## src/rtl/psd_pkg.sv

```systemverilog
package psd_pkg;

  localparam int CALIB = 100;

  localparam int AXIS_W = 15;
  localparam int MAG_W = 15;
  localparam int RAD_W = 2 * MAG_W;
  localparam int SUM_W = 25;
  localparam int REM_W = MAG_W + 2;
  localparam int CAND_W = REM_W + 2;
  localparam int CNT_W = $clog2(MAG_W);
  localparam int CIDX_W = $clog2(CALIB + 1);
  localparam int THR_W = 12;
  localparam int GAP_W = 8;
  localparam int STEP_W = 24;
  localparam int CFG_IDX_W = 2;
  localparam int CFG_DATA_W = 12;

  // The baseline divide multiplies the sum by a rounded-up reciprocal of CALIB.
  // With the shift below the truncated quotient is exact for every SUM_W-bit sum.
  localparam int MUL_W = SUM_W + 1;
  localparam int PROD_W = 2 * MUL_W;
  localparam int RECIP_SHIFT = SUM_W + $clog2(CALIB);

  localparam logic [CNT_W-1:0] ROOT_LAST = CNT_W'(MAG_W - 1);
  localparam logic [CIDX_W-1:0] CALIB_COUNT = CIDX_W'(CALIB);
  localparam logic [MUL_W-1:0] CALIB_RECIP =
    MUL_W'(((64'd1 << RECIP_SHIFT) + 64'(CALIB) - 64'd1) / 64'(CALIB));
  localparam logic [STEP_W-1:0] STEP_MAX = {STEP_W{1'b1}};
  localparam logic [GAP_W-1:0] GAP_MAX = {GAP_W{1'b1}};

  localparam logic [THR_W-1:0] STEP_THR_RST = THR_W'(350);
  localparam logic [THR_W-1:0] REARM_THR_RST = THR_W'(200);
  localparam logic [GAP_W-1:0] MIN_GAP_RST = GAP_W'(15);

  typedef enum logic [CFG_IDX_W-1:0] {
    REG_STEP_THR  = 2'd0,
    REG_REARM_THR = 2'd1,
    REG_MIN_GAP   = 2'd2
  } cfg_reg_t;

  typedef struct packed {
    logic [THR_W-1:0] step_thr;
    logic [THR_W-1:0] rearm_thr;
    logic [GAP_W-1:0] min_gap;
  } cfg_regs_t;

  typedef enum logic {
    OP_ROOT = 1'b0,
    OP_DIV  = 1'b1
  } seq_op_t;

  typedef struct packed {
    logic    go;
    seq_op_t op;
  } seq_cmd_t;

  typedef struct packed {
    logic             done;
    logic [MAG_W-1:0] value;
  } seq_rsp_t;

  function automatic logic [MAG_W-1:0] abs_axis(input logic [AXIS_W-1:0] v);
    return v[AXIS_W-1] ? MAG_W'(~v + AXIS_W'(1)) : MAG_W'(v);
  endfunction

endpackage

```

## src/rtl/psd_if.sv

```systemverilog
interface psd_sample_if;
  logic                                valid;
  logic                                ready;
  logic signed [psd_pkg::AXIS_W-1:0]   accel_x;
  logic signed [psd_pkg::AXIS_W-1:0]   accel_y;

  modport source (output valid, output accel_x, output accel_y, input ready);
  modport sink (input valid, input accel_x, input accel_y, output ready);
endinterface

interface psd_result_if;
  logic                         valid;
  logic                         ready;
  logic [psd_pkg::STEP_W-1:0]   step_total;
  logic                         step_seen;
  logic                         calibrating;
  logic [psd_pkg::MAG_W-1:0]    magnitude_mg;

  modport source (output valid, output step_total, output step_seen, output calibrating,
                  output magnitude_mg, input ready);
  modport sink (input valid, input step_total, input step_seen, input calibrating,
                input magnitude_mg, output ready);
endinterface

interface psd_cfg_if;
  logic                             valid;
  logic                             ready;
  logic [psd_pkg::CFG_IDX_W-1:0]    index;
  logic [psd_pkg::CFG_DATA_W-1:0]   data;

  modport source (output valid, output index, output data, input ready);
  modport sink (input valid, input index, input data, output ready);
endinterface

```

## src/rtl/psd_cfg.sv

```systemverilog
module psd_cfg (
  input  logic               clk,
  input  logic               rst,
  psd_cfg_if.sink            cfg,
  output psd_pkg::cfg_regs_t regs
);
  import psd_pkg::*;

  assign cfg.ready = 1'b1;

  always_ff @(posedge clk) begin
    if (rst) begin
      regs.step_thr <= STEP_THR_RST;
      regs.rearm_thr <= REARM_THR_RST;
      regs.min_gap <= MIN_GAP_RST;
    end else if (cfg.valid) begin
      unique case (cfg.index)
        REG_STEP_THR:  regs.step_thr <= cfg.data[THR_W-1:0];
        REG_REARM_THR: regs.rearm_thr <= cfg.data[THR_W-1:0];
        REG_MIN_GAP:   regs.min_gap <= cfg.data[GAP_W-1:0];
        default:       ;
      endcase
    end
  end

endmodule

```

## src/rtl/psd_seq.sv

```systemverilog
module psd_seq (
  input  logic                      clk,
  input  logic                      rst,
  input  psd_pkg::seq_cmd_t         cmd,
  input  logic [psd_pkg::MAG_W-1:0] opnd_x,
  input  logic [psd_pkg::MAG_W-1:0] opnd_y,
  input  logic [psd_pkg::SUM_W-1:0] dividend,
  output psd_pkg::seq_rsp_t         rsp
);
  import psd_pkg::*;

  typedef enum logic [2:0] {S_IDLE, S_SQX, S_SQY, S_ROOT, S_DIV} state_t;

  state_t             state;
  logic [CNT_W-1:0]   cnt;
  logic [MAG_W-1:0]   opx;
  logic [MAG_W-1:0]   opy;
  logic [RAD_W-1:0]   src;
  logic [REM_W-1:0]   rem;
  logic [MAG_W-1:0]   quo;

  logic [MUL_W-1:0]   mul_a;
  logic [MUL_W-1:0]   mul_b;
  logic [PROD_W-1:0]  prod;
  logic [CAND_W-1:0]  cand;
  logic [CAND_W-1:0]  sub;
  logic [CAND_W:0]    diff;
  logic               ge;
  logic [REM_W-1:0]   rem_next;
  logic [MAG_W-1:0]   quo_next;

  // One multiplier forms both squares and the reciprocal product of the baseline divide.
  // One subtractor runs the square root.
  always_comb begin
    if (state == S_DIV) begin
      mul_a = MUL_W'(src[SUM_W-1:0]);
      mul_b = CALIB_RECIP;
    end else if (state == S_SQX) begin
      mul_a = MUL_W'(opx);
      mul_b = MUL_W'(opx);
    end else begin
      mul_a = MUL_W'(opy);
      mul_b = MUL_W'(opy);
    end
    prod = PROD_W'(mul_a) * PROD_W'(mul_b);
    cand = {rem, src[RAD_W-1 -: 2]};
    sub = CAND_W'({quo, 2'b01});
    diff = {1'b0, cand} - {1'b0, sub};
    ge = ~diff[CAND_W];
    rem_next = ge ? diff[REM_W-1:0] : cand[REM_W-1:0];
    quo_next = {quo[MAG_W-2:0], ge};
  end

  always_ff @(posedge clk) begin
    if (rst) begin
      state <= S_IDLE;
      rsp.done <= 1'b0;
    end else begin
      rsp.done <= (state == S_DIV) || ((state == S_ROOT) && (cnt == ROOT_LAST));
      unique case (state)
        S_IDLE: begin
          if (cmd.go) begin
            rem <= '0;
            quo <= '0;
            cnt <= '0;
            if (cmd.op == OP_DIV) begin
              src <= RAD_W'(dividend);
              state <= S_DIV;
            end else begin
              opx <= opnd_x;
              opy <= opnd_y;
              state <= S_SQX;
            end
          end
        end
        S_SQX: begin
          src <= prod[RAD_W-1:0];
          state <= S_SQY;
        end
        S_SQY: begin
          src <= src + prod[RAD_W-1:0];
          state <= S_ROOT;
        end
        S_ROOT: begin
          rem <= rem_next;
          quo <= quo_next;
          src <= src << 2;
          cnt <= cnt + CNT_W'(1);
          if (cnt == ROOT_LAST) begin
            rsp.value <= quo_next;
            state <= S_IDLE;
          end
        end
        S_DIV: begin
          rsp.value <= prod[RECIP_SHIFT +: MAG_W];
          state <= S_IDLE;
        end
        default: state <= S_IDLE;
      endcase
    end
  end

endmodule

```

## src/rtl/pedometer_step_detector_top.sv

```systemverilog
// Step detector for a two-axis accelerometer stream.
// The sample channel takes one beat per sample with accel_x and accel_y in milli-g.
// The result channel gives exactly one beat per sample: the step total, whether
// this sample counted a step, whether it went into the baseline, and its magnitude.
// The configuration channel writes register 0 (step threshold), 1 (re-arm
// threshold) or 2 (minimum gap); it is always ready and other indexes are ignored.
// From acceptance to a result in the output register, a sample goes through these
// steps: squaring the axes on the shared multiplier, 15 iterations of the shared
// subtractor for the square root, then handing over the root, updating the detector
// and loading the output register. The sample that closes calibration also passes a
// divide step, in which the shared multiplier divides the baseline sum by
// multiplying it with a reciprocal. The sample channel is ready only while the core
// is idle, so a new sample is not taken until the last one's result is loaded.
// The output register holds a finished result while the next sample is taken;
// if the receiver stalls, the core holds its next result until that beat leaves.
// Reset restores the register defaults, starts a new calibration and clears the
// step total; no result is pending after reset.
module pedometer_step_detector_top (
  input logic          clk,
  input logic          rst,
  psd_sample_if.sink   sample,
  psd_result_if.source result,
  psd_cfg_if.sink      cfg
);
  import psd_pkg::*;

  typedef enum logic [2:0] {T_IDLE, T_ROOT, T_UPDATE, T_DIV, T_EMIT} state_t;

  state_t              state;
  cfg_regs_t           regs;
  seq_cmd_t            cmd;
  seq_rsp_t            rsp;

  logic                in_cal;
  logic [CIDX_W-1:0]   calib_idx;
  logic [SUM_W-1:0]    calib_sum;
  logic [MAG_W-1:0]    baseline;
  logic                armed;
  logic [GAP_W-1:0]    since;
  logic [STEP_W-1:0]   steps;
  logic [MAG_W-1:0]    mag;
  logic                seen;
  logic                cal;
  logic                ovalid;
  logic [STEP_W-1:0]   out_total;
  logic                out_seen;
  logic                out_cal;
  logic [MAG_W-1:0]    out_mag;

  logic                accept;
  logic                div_go;
  logic                emit;
  logic [SUM_W-1:0]    sum_next;
  logic [CIDX_W-1:0]   idx_inc;
  logic [MAG_W-1:0]    dev;
  logic [GAP_W-1:0]    since_inc;
  logic                hit;

  psd_cfg u_cfg (
    .clk  (clk),
    .rst  (rst),
    .cfg  (cfg),
    .regs (regs)
  );

  psd_seq u_seq (
    .clk      (clk),
    .rst      (rst),
    .cmd      (cmd),
    .opnd_x   (abs_axis(sample.accel_x)),
    .opnd_y   (abs_axis(sample.accel_y)),
    .dividend (sum_next),
    .rsp      (rsp)
  );

  assign sample.ready = (state == T_IDLE);
  assign accept = sample.valid && sample.ready;

  always_comb begin
    sum_next = calib_sum + SUM_W'(mag);
    idx_inc = calib_idx + CIDX_W'(1);
    dev = (mag >= baseline) ? mag - baseline : baseline - mag;
    since_inc = (since == GAP_MAX) ? since : since + GAP_W'(1);
    hit = armed && (dev > MAG_W'(regs.step_thr)) && (since_inc > regs.min_gap);
    div_go = (state == T_UPDATE) && in_cal && (idx_inc == CALIB_COUNT);
    emit = (state == T_EMIT) && (!ovalid || result.ready);
    cmd.go = accept || div_go;
    cmd.op = div_go ? OP_DIV : OP_ROOT;
  end

  assign result.valid = ovalid;
  assign result.step_total = out_total;
  assign result.step_seen = out_seen;
  assign result.calibrating = out_cal;
  assign result.magnitude_mg = out_mag;

  always_ff @(posedge clk) begin
    if (rst) begin
      state <= T_IDLE;
      in_cal <= 1'b1;
      calib_idx <= '0;
      calib_sum <= '0;
      baseline <= '0;
      armed <= 1'b1;
      since <= GAP_MAX;
      steps <= '0;
      ovalid <= 1'b0;
    end else begin
      if (emit) begin
        ovalid <= 1'b1;
      end else if (result.ready) begin
        ovalid <= 1'b0;
      end
      unique case (state)
        T_IDLE: begin
          if (accept) begin
            state <= T_ROOT;
          end
        end
        T_ROOT: begin
          if (rsp.done) begin
            mag <= rsp.value;
            state <= T_UPDATE;
          end
        end
        T_UPDATE: begin
          cal <= in_cal;
          if (in_cal) begin
            seen <= 1'b0;
            calib_sum <= sum_next;
            if (idx_inc == CALIB_COUNT) begin
              state <= T_DIV;
            end else begin
              calib_idx <= idx_inc;
              state <= T_EMIT;
            end
          end else begin
            seen <= hit;
            if (hit) begin
              armed <= 1'b0;
              since <= '0;
              if (steps != STEP_MAX) begin
                steps <= steps + STEP_W'(1);
              end
            end else begin
              since <= since_inc;
              if (!armed && (dev < MAG_W'(regs.rearm_thr))) begin
                armed <= 1'b1;
              end
            end
            state <= T_EMIT;
          end
        end
        T_DIV: begin
          if (rsp.done) begin
            baseline <= rsp.value;
            in_cal <= 1'b0;
            calib_idx <= '0;
            state <= T_EMIT;
          end
        end
        T_EMIT: begin
          if (emit) begin
            out_total <= steps;
            out_seen <= seen;
            out_cal <= cal;
            out_mag <= mag;
            state <= T_IDLE;
          end
        end
        default: state <= T_IDLE;
      endcase
    end
  end

endmodule

```

## src/flat_wrapper.sv

```systemverilog
// flat-port wrapper written by rule: the top's interface ports become plain ports
module pedometer_step_detector_top_flat import psd_pkg::*;
  (clk, rst, sample_valid, sample_accel_x, sample_accel_y, sample_ready, result_valid, result_step_total, result_step_seen, result_calibrating, result_magnitude_mg, result_ready, cfg_valid, cfg_index, cfg_data, cfg_ready);
  psd_sample_if sample_i ();
  psd_result_if result_i ();
  psd_cfg_if cfg_i ();
  input logic clk;
  input logic rst;
  input wire logic [$bits(sample_i.valid)-1:0] sample_valid;
  input wire logic [$bits(sample_i.accel_x)-1:0] sample_accel_x;
  input wire logic [$bits(sample_i.accel_y)-1:0] sample_accel_y;
  output wire logic [$bits(sample_i.ready)-1:0] sample_ready;
  output wire logic [$bits(result_i.valid)-1:0] result_valid;
  output wire logic [$bits(result_i.step_total)-1:0] result_step_total;
  output wire logic [$bits(result_i.step_seen)-1:0] result_step_seen;
  output wire logic [$bits(result_i.calibrating)-1:0] result_calibrating;
  output wire logic [$bits(result_i.magnitude_mg)-1:0] result_magnitude_mg;
  input wire logic [$bits(result_i.ready)-1:0] result_ready;
  input wire logic [$bits(cfg_i.valid)-1:0] cfg_valid;
  input wire logic [$bits(cfg_i.index)-1:0] cfg_index;
  input wire logic [$bits(cfg_i.data)-1:0] cfg_data;
  output wire logic [$bits(cfg_i.ready)-1:0] cfg_ready;
  assign sample_i.valid = sample_valid;
  assign sample_i.accel_x = sample_accel_x;
  assign sample_i.accel_y = sample_accel_y;
  assign sample_ready = sample_i.ready;
  assign result_valid = result_i.valid;
  assign result_step_total = result_i.step_total;
  assign result_step_seen = result_i.step_seen;
  assign result_calibrating = result_i.calibrating;
  assign result_magnitude_mg = result_i.magnitude_mg;
  assign result_i.ready = result_ready;
  assign cfg_i.valid = cfg_valid;
  assign cfg_i.index = cfg_index;
  assign cfg_i.data = cfg_data;
  assign cfg_ready = cfg_i.ready;
  pedometer_step_detector_top u_core (.clk(clk), .rst(rst), .sample(sample_i), .result(result_i), .cfg(cfg_i));
endmodule
```

## config.mk

```make
export PLATFORM = sky130hd
export DESIGN_NAME = pedometer_step_detector_top_flat
export DESIGN_NICKNAME = d
export VERILOG_FILES = /design/src/rtl/psd_pkg.sv /design/src/rtl/psd_if.sv /design/src/rtl/psd_cfg.sv /design/src/rtl/psd_seq.sv /design/src/rtl/pedometer_step_detector_top.sv /design/src/flat_wrapper.sv
export SDC_FILE = /design/constraint.sdc
export NUM_CORES = 2
export LEC_CHECK = 0
export BUFFER_PORTS_ARGS = -buffer_cell sky130_fd_sc_hd__buf_2
export CAP_MARGIN = 20
export CORE_ASPECT_RATIO = 0.7
export CORE_UTILIZATION = 45
export CTS_CLUSTER_SIZE = 30
export DETAILED_ROUTE_END_ITERATION = 16
export SLEW_MARGIN = 5
export SYNTH_ARGS = -nofsm -noshare
export SYNTH_HDL_FRONTEND = slang
export SYNTH_SLANG_ARGS = --single-unit
```

## constraint.sdc

```tcl
create_clock -name clk -period 21 [get_ports clk]
set_input_delay 4.2 -clock clk [delete_from_list [all_inputs] [get_ports clk]]
set_output_delay 4.2 -clock clk [all_outputs]
set_load 0.01 [all_outputs]
```

==> flow_metrics.tcl <==
set metrics [dict create \
    crit_slowest_cell "o31ai_1" \
    numCtsBuffers 30 \
    async_reset_ff_share_pct 0 \
    r2r-start "u_core.u_seq.state[0]$_SDFFE_PP0P_" \
    final_common_cell "inv_1" \
    clkTransAtPathRegs_ns 0.07 \
    die-area_um2 77600 \
    dp_hpwl_mm 75.7 \
    drc 0 \
    cts_setup_buffers 0 \
    slew_viol_final 0 \
    synth_edf_count 169 \
    min-delay-path-class "flop to flop" \
    cap_viol_max_count 0 \
    synth_simple_gate_area_share_pct 12.9 \
    final_cell_mix "733 x inv_1, 430 x fa_1, 377 x ha_1, 335 x nor2_1, 293 x nand2_1" \
    timing.critical_path.mode_cell "fa_1" \
    netlist_area_um2 34400 \
    seq_area_frac_synth_pct 21.8 \
    htree_levels 1 \
    slowest_delay_ns 0.61 \
    ys_ff_latch 290 \
    grt_pass1_wl_mm 146 \
    routedWlPerCell_um 19.1 \
    core_um2 75400 \
    cts_resized 0 \
    cts_tree "done" \
    clockRootBuffer "clkbuf_16" \
    vias 25500 \
    cp.required_ns 21.31 \
    design_area_um2 37400 \
    synthXorXnorAreaFrac_pct 3.80 \
    io_pins 93 \
    rows 84 \
    grt_overflow 0 \
    initial_core_util_pct 45.6 \
    fin_util_pct 49.6 \
    port_buffers 91 \
    finalWirelength_mm 92.6 \
    fin_crit_sh_pct 53.2 \
    clockBufferDepth 3 \
    grt_max_degree 68 \
    synth_mux_area_share_pct 2.26 \
    synth.distinct_cells 89 \
    drive_gt1_share_pct 6.15 \
    routed_via_density 5.28 \
    gp_congestion 0.930 \
    synth_ff_type "edfxtp_1" \
    period_needed_ns 11.18 \
    grt_pass1_vias 25000 \
    cts.sinks 290 \
    worst_ep_arrival_time_ns 11.49 \
    fin_setup_tns_ns 0 \
    skew_ns 0.0166 \
    antenna_cells 0 \
    synth-compound-area-share_pct 11.0 \
    finalSetupViolCount 0 \
    crit_path_start "u_core.u_seq.state[0]$_SDFFE_PP0P_" \
    whs_ns 0.421 \
    worstSetupPathType "flop to flop" \
    rsz0062_at_grt "no" \
    post_dp_cell_area_um2 36200 \
    synthAdderAreaFrac_pct 38.7 \
    end_kind "flop" \
    tightest_slew_ns 1.12 \
    fmax_mhz 89.5 \
    ys_warn_count 0 \
    hold_viol 0 \
    synth_top_family_by_area "adder cells" \
    cts_hold_buf 0 \
    area_growth_pct 8.68 \
    final_nets 4685 \
    antenna_found_initial 2 \
    drt_iter0_markers 2009 \
    drt.antenna.violating_nets 0 \
    cp-start-kind "flop" \
    slew_headroom_pct 24.5 \
    status "complete, no violations" \
    drt-pass1-iter-count 6 \
    grt_use_total_pct 24.2 \
    die_w_um 332 \
    syn_avg_cell_area_um2 9.27 \
    syn_inst 3709 \
    crit_path_max_fanout 21 \
    clock_latency_ns 0.59 \
    die_h_um 233 \
    holdCritStartpoint "u_core.seen$_SDFFCE_PP0P_" \
]
==> cell type report <==
type	instances	area (µm²)
Sequential cell	290	7500
Tap cell	989	1240
Fill cell	7200	38000
Multi-Input combinational cell	2643	24000
Clock buffer	35	843
Timing Repair Buffer	122	688
Clock inverter	21	362
Inverter	742	2790
==> state kept, by name, summed over array words and instances (netlist names), 3 cells and up <==
name                        flops
u_core.u_seq.rem               17
u_core.state                    3
u_core.u_seq.quo               15
u_core.calib_sum               25
u_core.calib_idx                7
u_core.u_seq.src               30
u_core.steps                   24
u_core.u_seq.cnt                4
u_core.u_seq.opx               15
u_core.result.magnitude_mg     15
u_core.baseline                15
u_core.u_seq.opy               15
u_core.mag                     15
u_core.since                    8
u_core.u_seq.state              3
u_core.u_cfg.regs              32
u_core.u_seq.rsp               16
u_core.result.step_total       24
==> final timing paths <==
kind                                       endpoint  slack [ns]  depth (start not counted)
setup reg to reg     u_core.u_seq.src[28]$_DFFE_PP_        9.82                         38
hold / removal    u_core.result.step_seen$_DFFE_PP_        0.42                          0
hold reg to reg   u_core.result.step_seen$_DFFE_PP_        0.42                          0
setup / recovery     u_core.u_seq.src[28]$_DFFE_PP_        9.82                         38
==> per-stage QoR <==
| stage | instances | worst slack [ns] |
|---|---|---|
| 6_report | 4842 | 9.82 |
| 5_1_grt | 4842 | 9.19 |
| 4_1_cts | 4840 | 10.01 |
| 3_5_place_dp | 4784 | 10.02 |
| 3_3_place_gp | 4783 | 10.16 |
| 2_1_floorplan | 3788 | 11.47 |
==> cell usage after synthesis, types with 6 or more instances <==
cell type  instances  area share, %
clkbuf_1          93            1.0
dfxtp_1          121            7.0
o21ai_1           15           0.22
a31oi_1           11           0.20
a2111oi_0          6           0.15
nand3_1           36           0.52
ha_1             377             14
mux2_2            12           0.39
nor3b_1            6           0.13
nand2_1          293            3.2
a21oi_1          176            2.6
o211ai_1          13           0.28
edfxtp_1         169             15
xor2_1            42            1.1
or4_1             22           0.48
a22oi_1           13           0.28
nand2b_1          30           0.55
o21a_1            33           0.72
o22ai_1           11           0.20
buf_1              8          0.087
a21o_1            53            1.2
o21bai_1          14           0.31
o211a_1            7           0.20
nor2b_1           31           0.56
nand4_1           23           0.42
o31ai_1           33           0.72
or2_2             12           0.22
nor3_1            33           0.48
and2_1            17           0.31
o221ai_1           6           0.15
nor2_1           335            3.7
a221oi_1           6           0.15
o21ai_0           98            1.4
nor4_1             9           0.16
and4_1             8           0.20
a211oi_1          21           0.46
xnor2_1          103            2.6
mux2i_1           56            1.6
or3_1             25           0.45
fa_1             430             25
and3_1            42           0.76
a211o_1           13           0.33
inv_1            733            8.0
==> critical path, delay by kind of cell, from the launching register on <==
family,cells,cell delay [ns]
compound gates,13,2.68
xor+xnor,1,0.28
fa+ha+maj,9,4.04
buf+inv,8,1.09
flops,1,0.31
mux,1,0.26
simple gates,6,2.21
==> routing by layer <==
| metal | share of wire, % | vias up | GRT usage, % |
|---|---|---|---|
| li1 | - | 12300 | - |
| met1 | 50 | 12500 | 37.5 |
| met2 | 41 | 735 | 35.0 |
| met3 | 7.6 | 74 | 4.79 |
| met4 | 1.3 | 4 | 3.44 |
| met5 | 0.024 | - | 0 |
==> cell families (layout without fill, tap and decap cells) <==
kind of cell             count (synthesis)  in the layout
AND/OR/NAND/NOR                        952            952
XOR/XNOR                               147            147
flip-flops                             290            290
buffers and inverters                  855            920
multiplexers                            73             73
adder cells (fa/ha/maj)                807            807
AO/OA/AOI/OAI                          583            583
other                                    2             81
Power is not shown: default switching activity piles up to over one toggle a cycle in this logic, so the estimate is an artifact.
